<file path="config.mk">
export PLATFORM = sky130hd
export DESIGN_NAME = client_heartbeat_table
export DESIGN_NICKNAME = d
export VERILOG_FILES = /design/src/hw/rtl/chb_pkg.sv /design/src/hw/rtl/client_heartbeat_table.sv
export SDC_FILE = /design/constraint.sdc
export NUM_CORES = 2
export LEC_CHECK = 0
export BUFFER_PORTS_ARGS = -buffer_cell sky130_fd_sc_hd__buf_2
export CAP_MARGIN = 20
export CORE_ASPECT_RATIO = 1.2
export CORE_UTILIZATION = 52
export DETAILED_ROUTE_END_ITERATION = 16
export GPL_ROUTABILITY_DRIVEN = 1
export PLACE_DENSITY = 0.71
export SLEW_MARGIN = 20
export SYNTH_ARGS = -nofsm -noshare
export SYNTH_HDL_FRONTEND = slang
export SYNTH_SLANG_ARGS = --single-unit
</file>
<file path="constraint.sdc">
create_clock -name clk_i -period 8.4 [get_ports clk_i]
set_input_delay 0.42 -clock clk_i [delete_from_list [all_inputs] [get_ports clk_i]]
set_output_delay 0.42 -clock clk_i [all_outputs]
set_load 0.05 [all_outputs]
</file>
<file path="src/hw/rtl/chb_pkg.sv">
// Shared constants and types of the client heartbeat table.
// Used by client_heartbeat_table; depends on nothing else.
`default_nettype none

package chb_pkg;

  localparam int TABLE_DEPTH = 32;
  localparam int KEY_BYTES   = 8;
  localparam int ADDR_W      = $clog2(TABLE_DEPTH);
  localparam int COUNT_W     = ADDR_W + 1;
  localparam int KEY_W       = 8 * KEY_BYTES;
  localparam int LEN_W       = 4;
  localparam int TIME_W      = 32;
  localparam int TIMEOUT_W   = 16;
  localparam int FUNC_W      = 2;
  localparam int KIND_W      = 3;

  localparam int IN_TDATA_W  = ((KEY_W + LEN_W + TIME_W + 7) / 8) * 8;
  localparam int OUT_TDATA_W = ((ADDR_W + 1 + KEY_W + 7) / 8) * 8;

  localparam logic [TIMEOUT_W-1:0] TIMEOUT_RESET = TIMEOUT_W'(1);

  typedef enum logic [FUNC_W-1:0] {
    FUNC_CONNECT = 2'd0,
    FUNC_BEAT    = 2'd1,
    FUNC_SWEEP   = 2'd2
  } func_e;

  typedef enum logic [KIND_W-1:0] {
    KIND_FORWARD   = 3'd0,
    KIND_ECHO      = 3'd1,
    KIND_DISCONN   = 3'd2,
    KIND_REFUSED   = 3'd3,
    KIND_UNKNOWN   = 3'd4,
    KIND_SWEEP_END = 3'd5
  } kind_e;

  typedef enum logic [1:0] {
    ST_IDLE,
    ST_SCAN,
    ST_ACT,
    ST_FINISH
  } state_e;

endpackage

`default_nettype wire

</file>
<file path="src/hw/rtl/client_heartbeat_table.sv">
// Liveness table of up to TABLE_DEPTH clients with a single sequential scan unit.
// Depends on chb_pkg.
//
//  channel   dir  handshake              payload
//  s_axis    in   tvalid/tready          tuser func, tdata key/length/now
//  m_axis    out  tvalid/tready/tlast    tuser kind, tdata slot/reconnected/key
//  cfg       in   cfg_we_i               cfg_wdata_i timeout in seconds
//
// An item is accepted, scanned entry by entry through the single table read port and
// compare unit (stopping early when a lookup matches) and then closed; a sweep also
// emits a disconnected result for each timed-out client before it closes.
// Reset clears the state machine, the connected flags, the entry count and the
// output valid flag; the table stores are not cleared. A stalled output holds the
// scan at its next result; the input is ready only while the block is idle.
`default_nettype none

module client_heartbeat_table (
  input  wire logic                            clk_i,
  input  wire logic                            rst_ni,
  input  wire logic                            cfg_we_i,
  input  wire logic [chb_pkg::TIMEOUT_W-1:0]   cfg_wdata_i,
  input  wire logic                            s_axis_tvalid,
  output logic                                 s_axis_tready,
  // tdata from bit 0: client_key, key_length, now, zero padding
  input  wire logic [chb_pkg::IN_TDATA_W-1:0]  s_axis_tdata,
  // tuser: func
  input  wire logic [chb_pkg::FUNC_W-1:0]      s_axis_tuser,
  output logic                                 m_axis_tvalid,
  input  wire logic                            m_axis_tready,
  // tdata from bit 0: slot, reconnected, key_out, zero padding
  output logic [chb_pkg::OUT_TDATA_W-1:0]      m_axis_tdata,
  // tuser: kind
  output logic [chb_pkg::KIND_W-1:0]           m_axis_tuser,
  output logic                                 m_axis_tlast
);

  import chb_pkg::*;

  logic [KEY_W-1:0]  key_mem  [TABLE_DEPTH];
  logic [LEN_W-1:0]  len_mem  [TABLE_DEPTH];
  logic [TIME_W-1:0] time_mem [TABLE_DEPTH];

  state_e                 state_q, state_d;
  logic [TIMEOUT_W-1:0]   timeout_q;
  logic [TABLE_DEPTH-1:0] alive_q;
  logic [COUNT_W-1:0]     count_q;
  logic [COUNT_W-1:0]     idx_q, idx_d;
  logic                   rd_vld_q, rd_vld_d;
  logic [ADDR_W-1:0]      rd_idx_q, rd_idx_d;
  logic [ADDR_W-1:0]      hit_idx_q, hit_idx_d;
  logic [KEY_W-1:0]       rd_key_q;
  logic [LEN_W-1:0]       rd_len_q;
  logic [TIME_W-1:0]      rd_time_q;

  func_e                  func_q;
  logic [KEY_W-1:0]       key_q;
  logic [LEN_W-1:0]       len_q;
  logic [TIME_W-1:0]      now_q;

  logic                   m_valid_q;
  kind_e                  m_kind_q, out_kind;
  logic [ADDR_W-1:0]      m_slot_q, out_slot;
  logic                   m_again_q, out_again;
  logic [KEY_W-1:0]       m_key_q, out_key;
  logic                   m_last_q, out_last;

  logic                   s_accept, out_free, out_load, load_op, rd_en;
  logic                   time_we, entry_we, alive_set, alive_clr, count_inc;
  logic [ADDR_W-1:0]      wr_addr;
  logic                   scan_hit, table_full;
  logic [TIME_W-1:0]      age;
  logic [LEN_W-1:0]       in_len, sat_len;
  logic [KEY_W-1:0]       in_mask;

  assign s_accept   = s_axis_tvalid && s_axis_tready;
  assign out_free   = !m_valid_q || m_axis_tready;
  assign table_full = (count_q == COUNT_W'(TABLE_DEPTH));

  // Length saturation and byte masking of the incoming key.
  assign in_len  = s_axis_tdata[KEY_W +: LEN_W];
  assign sat_len = (in_len > LEN_W'(KEY_BYTES)) ? LEN_W'(KEY_BYTES) : in_len;

  always_comb begin
    for (int b = 0; b < KEY_BYTES; b++) begin
      in_mask[8*b +: 8] = (LEN_W'(b) < sat_len) ? 8'hFF : 8'h00;
    end
  end

  // The shared compare unit: key match for lookups, age test for sweeps.
  assign age = now_q - rd_time_q;

  always_comb begin
    case (func_q)
      FUNC_SWEEP: scan_hit = alive_q[rd_idx_q] && (age > TIME_W'(timeout_q));
      default:    scan_hit = (rd_len_q == len_q) && (rd_key_q == key_q);
    endcase
  end

  always_ff @(posedge clk_i or negedge rst_ni) begin
    if (!rst_ni) begin
      state_q   <= ST_IDLE;
      timeout_q <= TIMEOUT_RESET;
      alive_q   <= '0;
      count_q   <= '0;
      idx_q     <= '0;
      rd_vld_q  <= 1'b0;
      m_valid_q <= 1'b0;
    end else begin
      state_q  <= state_d;
      idx_q    <= idx_d;
      rd_vld_q <= rd_vld_d;
      if (cfg_we_i) begin
        timeout_q <= cfg_wdata_i;
      end
      if (alive_set) begin
        alive_q[wr_addr] <= 1'b1;
      end else if (alive_clr) begin
        alive_q[wr_addr] <= 1'b0;
      end
      if (count_inc) begin
        count_q <= count_q + COUNT_W'(1);
      end
      if (out_load) begin
        m_valid_q <= 1'b1;
      end else if (m_axis_tready) begin
        m_valid_q <= 1'b0;
      end
    end
  end

  always_ff @(posedge clk_i) begin
    rd_idx_q  <= rd_idx_d;
    hit_idx_q <= hit_idx_d;
    if (load_op) begin
      func_q <= func_e'(s_axis_tuser);
      key_q  <= s_axis_tdata[KEY_W-1:0] & in_mask;
      len_q  <= sat_len;
      now_q  <= s_axis_tdata[KEY_W+LEN_W +: TIME_W];
    end
    if (out_load) begin
      m_kind_q  <= out_kind;
      m_slot_q  <= out_slot;
      m_again_q <= out_again;
      m_key_q   <= out_key;
      m_last_q  <= out_last;
    end
  end

  always_ff @(posedge clk_i) begin
    if (rd_en) begin
      rd_key_q  <= key_mem[rd_idx_d];
      rd_len_q  <= len_mem[rd_idx_d];
      rd_time_q <= time_mem[rd_idx_d];
    end
    if (entry_we) begin
      key_mem[wr_addr] <= key_q;
      len_mem[wr_addr] <= len_q;
    end
    if (time_we) begin
      time_mem[wr_addr] <= now_q;
    end
  end

  always_comb begin
    state_d   = state_q;
    idx_d     = idx_q;
    rd_vld_d  = 1'b0;
    rd_idx_d  = rd_idx_q;
    hit_idx_d = hit_idx_q;
    rd_en     = 1'b0;
    load_op   = 1'b0;
    out_load  = 1'b0;
    out_kind  = KIND_FORWARD;
    out_slot  = '0;
    out_again = 1'b0;
    out_key   = '0;
    out_last  = 1'b1;
    time_we   = 1'b0;
    entry_we  = 1'b0;
    alive_set = 1'b0;
    alive_clr = 1'b0;
    count_inc = 1'b0;
    wr_addr   = hit_idx_q;

    unique case (state_q)
      ST_IDLE: begin
        if (s_accept) begin
          load_op = 1'b1;
          idx_d   = '0;
          unique case (s_axis_tuser) inside
            FUNC_CONNECT, FUNC_BEAT, FUNC_SWEEP: state_d = ST_SCAN;
            default:                             state_d = ST_IDLE;
          endcase
        end
      end
      ST_SCAN: begin
        if (rd_vld_q && scan_hit) begin
          hit_idx_d = rd_idx_q;
          idx_d     = COUNT_W'(rd_idx_q) + COUNT_W'(1);
          state_d   = ST_ACT;
        end else if (idx_q < count_q) begin
          rd_en    = 1'b1;
          rd_vld_d = 1'b1;
          rd_idx_d = idx_q[ADDR_W-1:0];
          idx_d    = idx_q + COUNT_W'(1);
        end else if (!rd_vld_q) begin
          state_d = ST_FINISH;
        end
      end
      ST_ACT: begin
        if (out_free) begin
          out_load = 1'b1;
          out_slot = hit_idx_q;
          out_key  = rd_key_q;
          unique case (func_q)
            FUNC_CONNECT: begin
              out_kind  = KIND_FORWARD;
              out_again = 1'b1;
              time_we   = 1'b1;
              alive_set = 1'b1;
              state_d   = ST_IDLE;
            end
            FUNC_BEAT: begin
              out_kind = KIND_ECHO;
              time_we  = 1'b1;
              state_d  = ST_IDLE;
            end
            default: begin
              out_kind  = KIND_DISCONN;
              out_last  = 1'b0;
              alive_clr = 1'b1;
              state_d   = ST_SCAN;
            end
          endcase
        end
      end
      ST_FINISH: begin
        if (out_free) begin
          out_load = 1'b1;
          state_d  = ST_IDLE;
          unique case (func_q)
            FUNC_CONNECT: begin
              if (table_full) begin
                out_kind = KIND_REFUSED;
              end else begin
                wr_addr   = count_q[ADDR_W-1:0];
                entry_we  = 1'b1;
                time_we   = 1'b1;
                alive_set = 1'b1;
                count_inc = 1'b1;
                out_kind  = KIND_FORWARD;
                out_slot  = count_q[ADDR_W-1:0];
                out_key   = key_q;
              end
            end
            FUNC_BEAT: out_kind = KIND_UNKNOWN;
            default:   out_kind = KIND_SWEEP_END;
          endcase
        end
      end
      default: state_d = ST_IDLE;
    endcase
  end

  assign s_axis_tready = (state_q == ST_IDLE);
  assign m_axis_tvalid = m_valid_q;
  assign m_axis_tuser  = m_kind_q;
  assign m_axis_tlast  = m_last_q;
  assign m_axis_tdata  = OUT_TDATA_W'({m_key_q, m_again_q, m_slot_q});

  a_count_bound: assert property (@(posedge clk_i) disable iff (!rst_ni)
    count_q <= COUNT_W'(TABLE_DEPTH))
    else $error("entry count beyond table depth");

  a_hit_in_table: assert property (@(posedge clk_i) disable iff (!rst_ni)
    state_q == ST_ACT |-> COUNT_W'(hit_idx_q) < count_q)
    else $error("matched slot outside the filled table");

  a_only_disconn_midrun: assert property (@(posedge clk_i) disable iff (!rst_ni)
    m_valid_q && !m_last_q |-> m_kind_q == KIND_DISCONN)
    else $error("non-final result of a kind other than disconnected");

  a_finish_to_idle: assert property (@(posedge clk_i) disable iff (!rst_ni)
    state_q == ST_FINISH && out_free |=> state_q == ST_IDLE)
    else $error("closing result did not end the item");

  a_append_grows: assert property (@(posedge clk_i) disable iff (!rst_ni)
    count_inc |=> count_q == $past(count_q) + COUNT_W'(1) && alive_q[$past(wr_addr)])
    else $error("appended entry not counted or not connected");

endmodule

`default_nettype wire
</file>
Word-level counts from Yosys, hierarchy flattened. Memory sizes are Yosys's and may differ from the RTL's. A register that Yosys moved wholly into a read port is not among the register bits. Cells that the tools add are included.

Bits in writable memories: 3200. Register bits: 250. Output and inout bits: 78. Memories: 3.

Equal/unequal tests: 16. Reductions and logical operators: 20. Add/subtract/negate cells: 4. Order comparisons: 14. Bitwise operators: 4. Multiplexer cells: 78.

Memory list: key_mem (depth 32, bits a word 64, read ports 1, clocked after Yosys merged registers in 1, wr ports 1, RTL line client_heartbeat_table.sv:39) `logic [KEY_W-1:0] key_mem [TABLE_DEPTH];`; time_mem (depth 32, bits a word 32, read ports 1, clocked after Yosys merged registers in 1, wr ports 1, RTL line client_heartbeat_table.sv:41) `logic [TIME_W-1:0] time_mem [TABLE_DEPTH];`; len_mem (depth 32, bits a word 4, read ports 1, clocked after Yosys merged registers in 1, wr ports 1, RTL line client_heartbeat_table.sv:40) `logic [LEN_W-1:0] len_mem [TABLE_DEPTH];`.

Operators with widths (number): $mux 64 (4); $pmux 64 s2 (1); $and 64x64->64 (1); $eq 64x64->1 (1); $mux 32 (2); $mux 8 (8); $mux 5 (11); $and 32x32->32 (1); $gt 32x16->1 (1); $not 32->32 (1); $or 32x32->32 (1); $sub 32x32->32 (1); $mux 1 (29); $mux 6 (3); $lt 3x4->1 const A (4); $mux 2 (8); $add 6x1->6 const B (2); $lt 5x6->1 const B (2); $pmux 3 s2 (2); $pmux 6 s2 (1); $pmux 5 s2 (1); $ne 3x3->1 const B (3); $eq 2x2->1 const B (4); $lt 1x4->1 const A (2); 27 further kinds (42).

Logic depth before layout (Yosys ltp).
Depth in word-level cells: 13. Mapped depth: 29.

Least setup slack after synthesis. Ideal clock, no wire load.

Path kind: reg2reg. Start point: register m_valid_q (netlist: m_axis_tvalid). End point: memory key_mem[31][0] in the netlist's numbering (enable). Buffers on the path: 0. Arrival: 6700 ps. Cell stages (with the launch flop): 10. Period minus slack after synthesis: 7198 ps. Path slack: 1202 ps. Data required time: 7902 ps. Setup time: 498 ps. Path through: dfrtp_1 > nand2b_1 > nand2_1 > inv_1 > nand2_1 > nor3_1 > nand2_1 > o31ai_1 > nand2_1 > nor2_1.

Longest elaborated chain between the ends: 6.

Ends and longest elaborated chain: start, declared (RTL line client_heartbeat_table.sv:60) `logic m_valid_q;`; start signal, assigned (RTL line client_heartbeat_table.sv:107) `m_valid_q <= 1'b0;`; start signal, assigned (RTL line client_heartbeat_table.sv:124) `m_valid_q <= 1'b1;`; start signal, assigned (RTL line client_heartbeat_table.sv:126) `m_valid_q <= 1'b0;`; $logic_not 1->1 * (RTL line client_heartbeat_table.sv:76) `assign out_free = !m_valid_q || m_axis_tready;`; $logic_or 1x1->1 * (RTL line client_heartbeat_table.sv:76); $mux 1 (RTL line client_heartbeat_table.sv:238) `if (out_free) begin`; $mux 1 (RTL line client_heartbeat_table.sv:185) `unique case (state_q)`; $mux 1 (RTL line client_heartbeat_table.sv:155) `if (entry_we) begin`; $mux 1 (implied by the code) (RTL line client_heartbeat_table.sv:156) `key_mem[wr_addr] <= key_q;`; end, declared (RTL line client_heartbeat_table.sv:39).

Mark *: on every way between the ends. The rest lies on a longest branch, timed or not.

Worst setup path after layout.
Start point: register rd_time_q[12] (read register of time_mem). End point: register rd_time_q[6] (read register of time_mem), data pin.

Longest elaborated chain between the ends: 7.

Ends and longest elaborated chain: start, declared (RTL line client_heartbeat_table.sv:53) `logic [TIME_W-1:0] rd_time_q;`; $sub 32x32->32 (RTL line client_heartbeat_table.sv:90) `assign age = now_q - rd_time_q;`; $gt 32x16->1 (RTL line client_heartbeat_table.sv:94) `FUNC_SWEEP: scan_hit = alive_q[rd_idx_q] && (age > TIME_W'(timeout_q));`; $logic_and 1x1->1 (RTL line client_heartbeat_table.sv:94); $mux 1 (RTL line client_heartbeat_table.sv:93) `case (func_q)`; $logic_and 1x1->1 (RTL line client_heartbeat_table.sv:197) `if (rd_vld_q && scan_hit) begin`; $mux 1 (RTL line client_heartbeat_table.sv:197); $mux 1 (RTL line client_heartbeat_table.sv:185); net rd_en (RTL line client_heartbeat_table.sv:67) `logic s_accept, out_free, out_load, load_op, rd_en;`.

The timed path passes the listed nets, and every way through them passes these cells. A chain may end at the register's enable or synchronous reset.

==> summary.txt <==
status = finished, final reports clean
RSZ-0062 raised after global routing = false
pins over their slew limit = 0
number of synthesized flops with an enable pin = 3,481
final setup fails = 0
Detail Placement HPWL = 232,000 µm
final core utilization = 59.6%
Starting Density = 52.4%
placed cell count = 12,564
share of cells above drive strength 1 = 13.0%
vias in the first global route = 84,265
commonest non-fill, non-tap cell in the layout = edfxtp_1
Hold Slack = 0.0423 ns
worst-skew pair later-pin latency = 0.93 ns
CP max stage delay = 0.80 ns
total congestion overflow = 0
Mapped Cells = 9,000
via count = 87,137
PD cells = 355 nW/µm²
Routability Congestion = 0.879
worst min-delay path class = in -> reg
Die ar. = 275,000 µm²
first-pass GRT wire length = 597,000 µm
initial antenna violation count = 30
CTS Buffer Depth = 4
residual DRC count = 0
area of the mapped netlist = 142,000 µm²
die width = 479 µm
ys async rst share = 1.80%
multi-input logic area = 33,200 µm²
largest net degree at the start of global routing = 133
worst-margin pin slew = 1.30 ns
Final #Nets = 9,642
YS warnings = 0
crit path time final = 7.96 ns
PortBufs = 198
CTS tree = built
die height = 574 µm
critical path arrival = 8.36 ns
row count = 209
total of max-cap violations = 0
Worst Skew = 0.0854 ns
VDD IR-drop max = 0.615 mV
Worst Path Class, Setup = reg -> reg
Avg WL per Cell = 31.8 µm
crit path max fanout = 30
#FFs+latches synth = 3,550
Post-Route WL = 424,000 µm
CTS H-tree lvls = 5
Cell Chain, Critical Path = inv_1 -> ha_1 -> a21oi_1 -> o21ai_0 -> a221o_1 -> xor2_1 -> ha_1 -> nand3_1 -> nor3_1 -> a221oi_1 -> o211ai_1 -> a211oi_1 -> nand4_1 -> nor4_4 -> and4_4 -> nor2_2 -> inv_6 -> mux2i_4 -> buf_4 -> nor2_4 -> buf_4 -> and3_1 -> a31oi_1 -> nand4_1
Register Area = 106,000 µm²
Synth Flop Type = edfxtp_1
Crit-path slowest cell = buf_4
Static Leak = 0.0544 µW
setup tns final = 0 ns
Netlist cell types = 90
clock-pin slew on the worst setup and hold paths = 0.07 ns
Critical Path RT = 8.81 ns
CTS root buf = clkbuf_16
Post-DP Area = 149,000 µm²
fin cells = 13,326
area of the core = 271,000 µm²
crit end category = flop
Iter 0 DRT Violations = 13,565
CTS sink cnt = 3,550
Area Growth Syn to Fin = 13.8%
DRT Pass-1 Iters = 8
Hold Fails Final Rpt = 0
post-route clock period utilization = 94.7%
slew margin rel. = 13.0%
DR vias/cell = 6.54
total global routing track utilization = 30.4%
Startpoint Class = flop
top achievable clock speed = 0.126 GHz
syn avg cell area = 15.7 µm²
filler cell count = 19,435
cts bufs inserted = 342
Seq/Total Area, Yosys = 75.0%
fin area = 161,000 µm²
most frequent cells in the layout = edfxtp_1, nand2_1, mux2i_1
post-route ant nets = 0
Ports = 205
-- per-layer routing --
layer / vias to the layer above / global-route usage, % / wire length, µm
met5: - / 0 / 97
met4: 14 / 13.2 / 20400
met3: 1080 / 7.43 / 57800
met2: 6391 / 46.8 / 193000
met1: 43733 / 41.2 / 153000
li1: 35919 / - / -
-- path summary, 6_finish.rpt --
check	from	endpoint	slack [ns]	cells after the start
max reg2reg	rd_time_q[12]$_DFFE_PN_	rd_time_q[6]$_DFFE_PN_	0.44	24
min in group asynchronous	rst_ni	timeout_q[8]$_DFFE_PN0P_	0.28	3
max	rd_time_q[12]$_DFFE_PN_	rd_time_q[6]$_DFFE_PN_	0.44	24
min reg2reg	flop	flop	0.51	2
min	cfg_we_i	timeout_q[10]$_DFFE_PN0P_	0.04	3
max in group asynchronous	rst_ni	async pin	7.47	3
-- metrics by stage --
stage                     setup WS [ns]  total power, µW
final                             0.441            57200
after global placement           -0.398            41200
after global routing              0.271            58900
after CTS                         0.604            56800
after floorplan                    1.20            34700
after detailed placement          0.633            41600
-- where the power goes --
group | internal, µW | switching [µW] | total, µW
logic | 7160 | 13700 | 20800
registers | 20300 | 618 | 21000
clock network | 8830 | 6560 | 15400
-- critical path: cells and delay by family (launching register included) --
family | cells | cell delay (ns)
AO/OA/AOI/OAI | 7 | 1.79
XOR/XNOR | 1 | 0.19
adder cells (fa/ha/maj) | 2 | 0.74
buffers and inverters | 4 | 1.33
flip-flops | 1 | 0.64
multiplexers | 1 | 0.39
AND/OR/NAND/NOR | 9 | 2.36
-- what timing repair did --
action / CTS / global route
gates resized for setup: 0 / 0
buffers inserted: 0 / 0
hold buffers: 120 / 0
hold endpoints to repair: 179 / 0
-- cell usage after synthesis (67+ instances only) --
| master | n | share of area [%] |
|---|---|---|
| a31oi_1 | 117 | 0.52 |
| a21oi_1 | 144 | 0.51 |
| nand4_1 | 115 | 0.51 |
| a32oi_1 | 96 | 0.59 |
| buf_2 | 215 | 0.76 |
| a22oi_1 | 105 | 0.56 |
| clkbuf_1 | 209 | 0.55 |
| nand3_1 | 551 | 1.9 |
| mux4_2 | 95 | 1.5 |
| edfxtp_1 | 3481 | 74 |
| nor2b_1 | 79 | 0.35 |
| mux2i_1 | 862 | 6.1 |
| nand2_1 | 1375 | 3.6 |
| buf_4 | 67 | 0.35 |
| nor2_1 | 149 | 0.39 |
| o21ai_0 | 175 | 0.62 |
| inv_1 | 84 | 0.22 |
| a211oi_1 | 108 | 0.57 |
-- cell type report --
cell class / count / area share [%]
flip-flops and latches: 3550 / 65.9
clock inverters: 189 / 1.24
clock buffers: 426 / 5.61
multi-input cells: 4821 / 20.6
inverters: 90 / 0.228
well taps: 3587 / 2.78
repair buffers: 654 / 3.64
diodes: 9 / 0.0140
-- registers in the layout, summed over array words and instances (netlist names), 2 cells and up, named ones only --
signal        cells
count_q           6
now_q            32
rd_key_q         64
rd_idx_q          5
key_q            64
func_q            2
time_mem       1024
idx_q             6
m_slot_q          5
state_q           2
hit_idx_q         5
rd_time_q        32
key_mem        2048
timeout_q        16
len_q             4
m_key_q          64
len_mem         128
m_axis_tuser      3
rd_len_q          4
-- cells by family (layout without fill, tap and decap cells) --
group / Yosys count / after routing / synth area share [%]
AND/OR/NAND/NOR: 2432 / 2432 / 7.60
AO/OA/AOI/OAI: 1281 / 1281 / 6.57
adder cells (fa/ha/maj): 56 / 56 / 0.500
other: 1 / 11 / 0.00265
XOR/XNOR: 68 / 68 / 0.420
flip-flops: 3550 / 3550 / 75.0
buffers and inverters: 630 / 1359 / 2.16
multiplexers: 982 / 982 / 7.80
(Power assumes the default switching activity.)
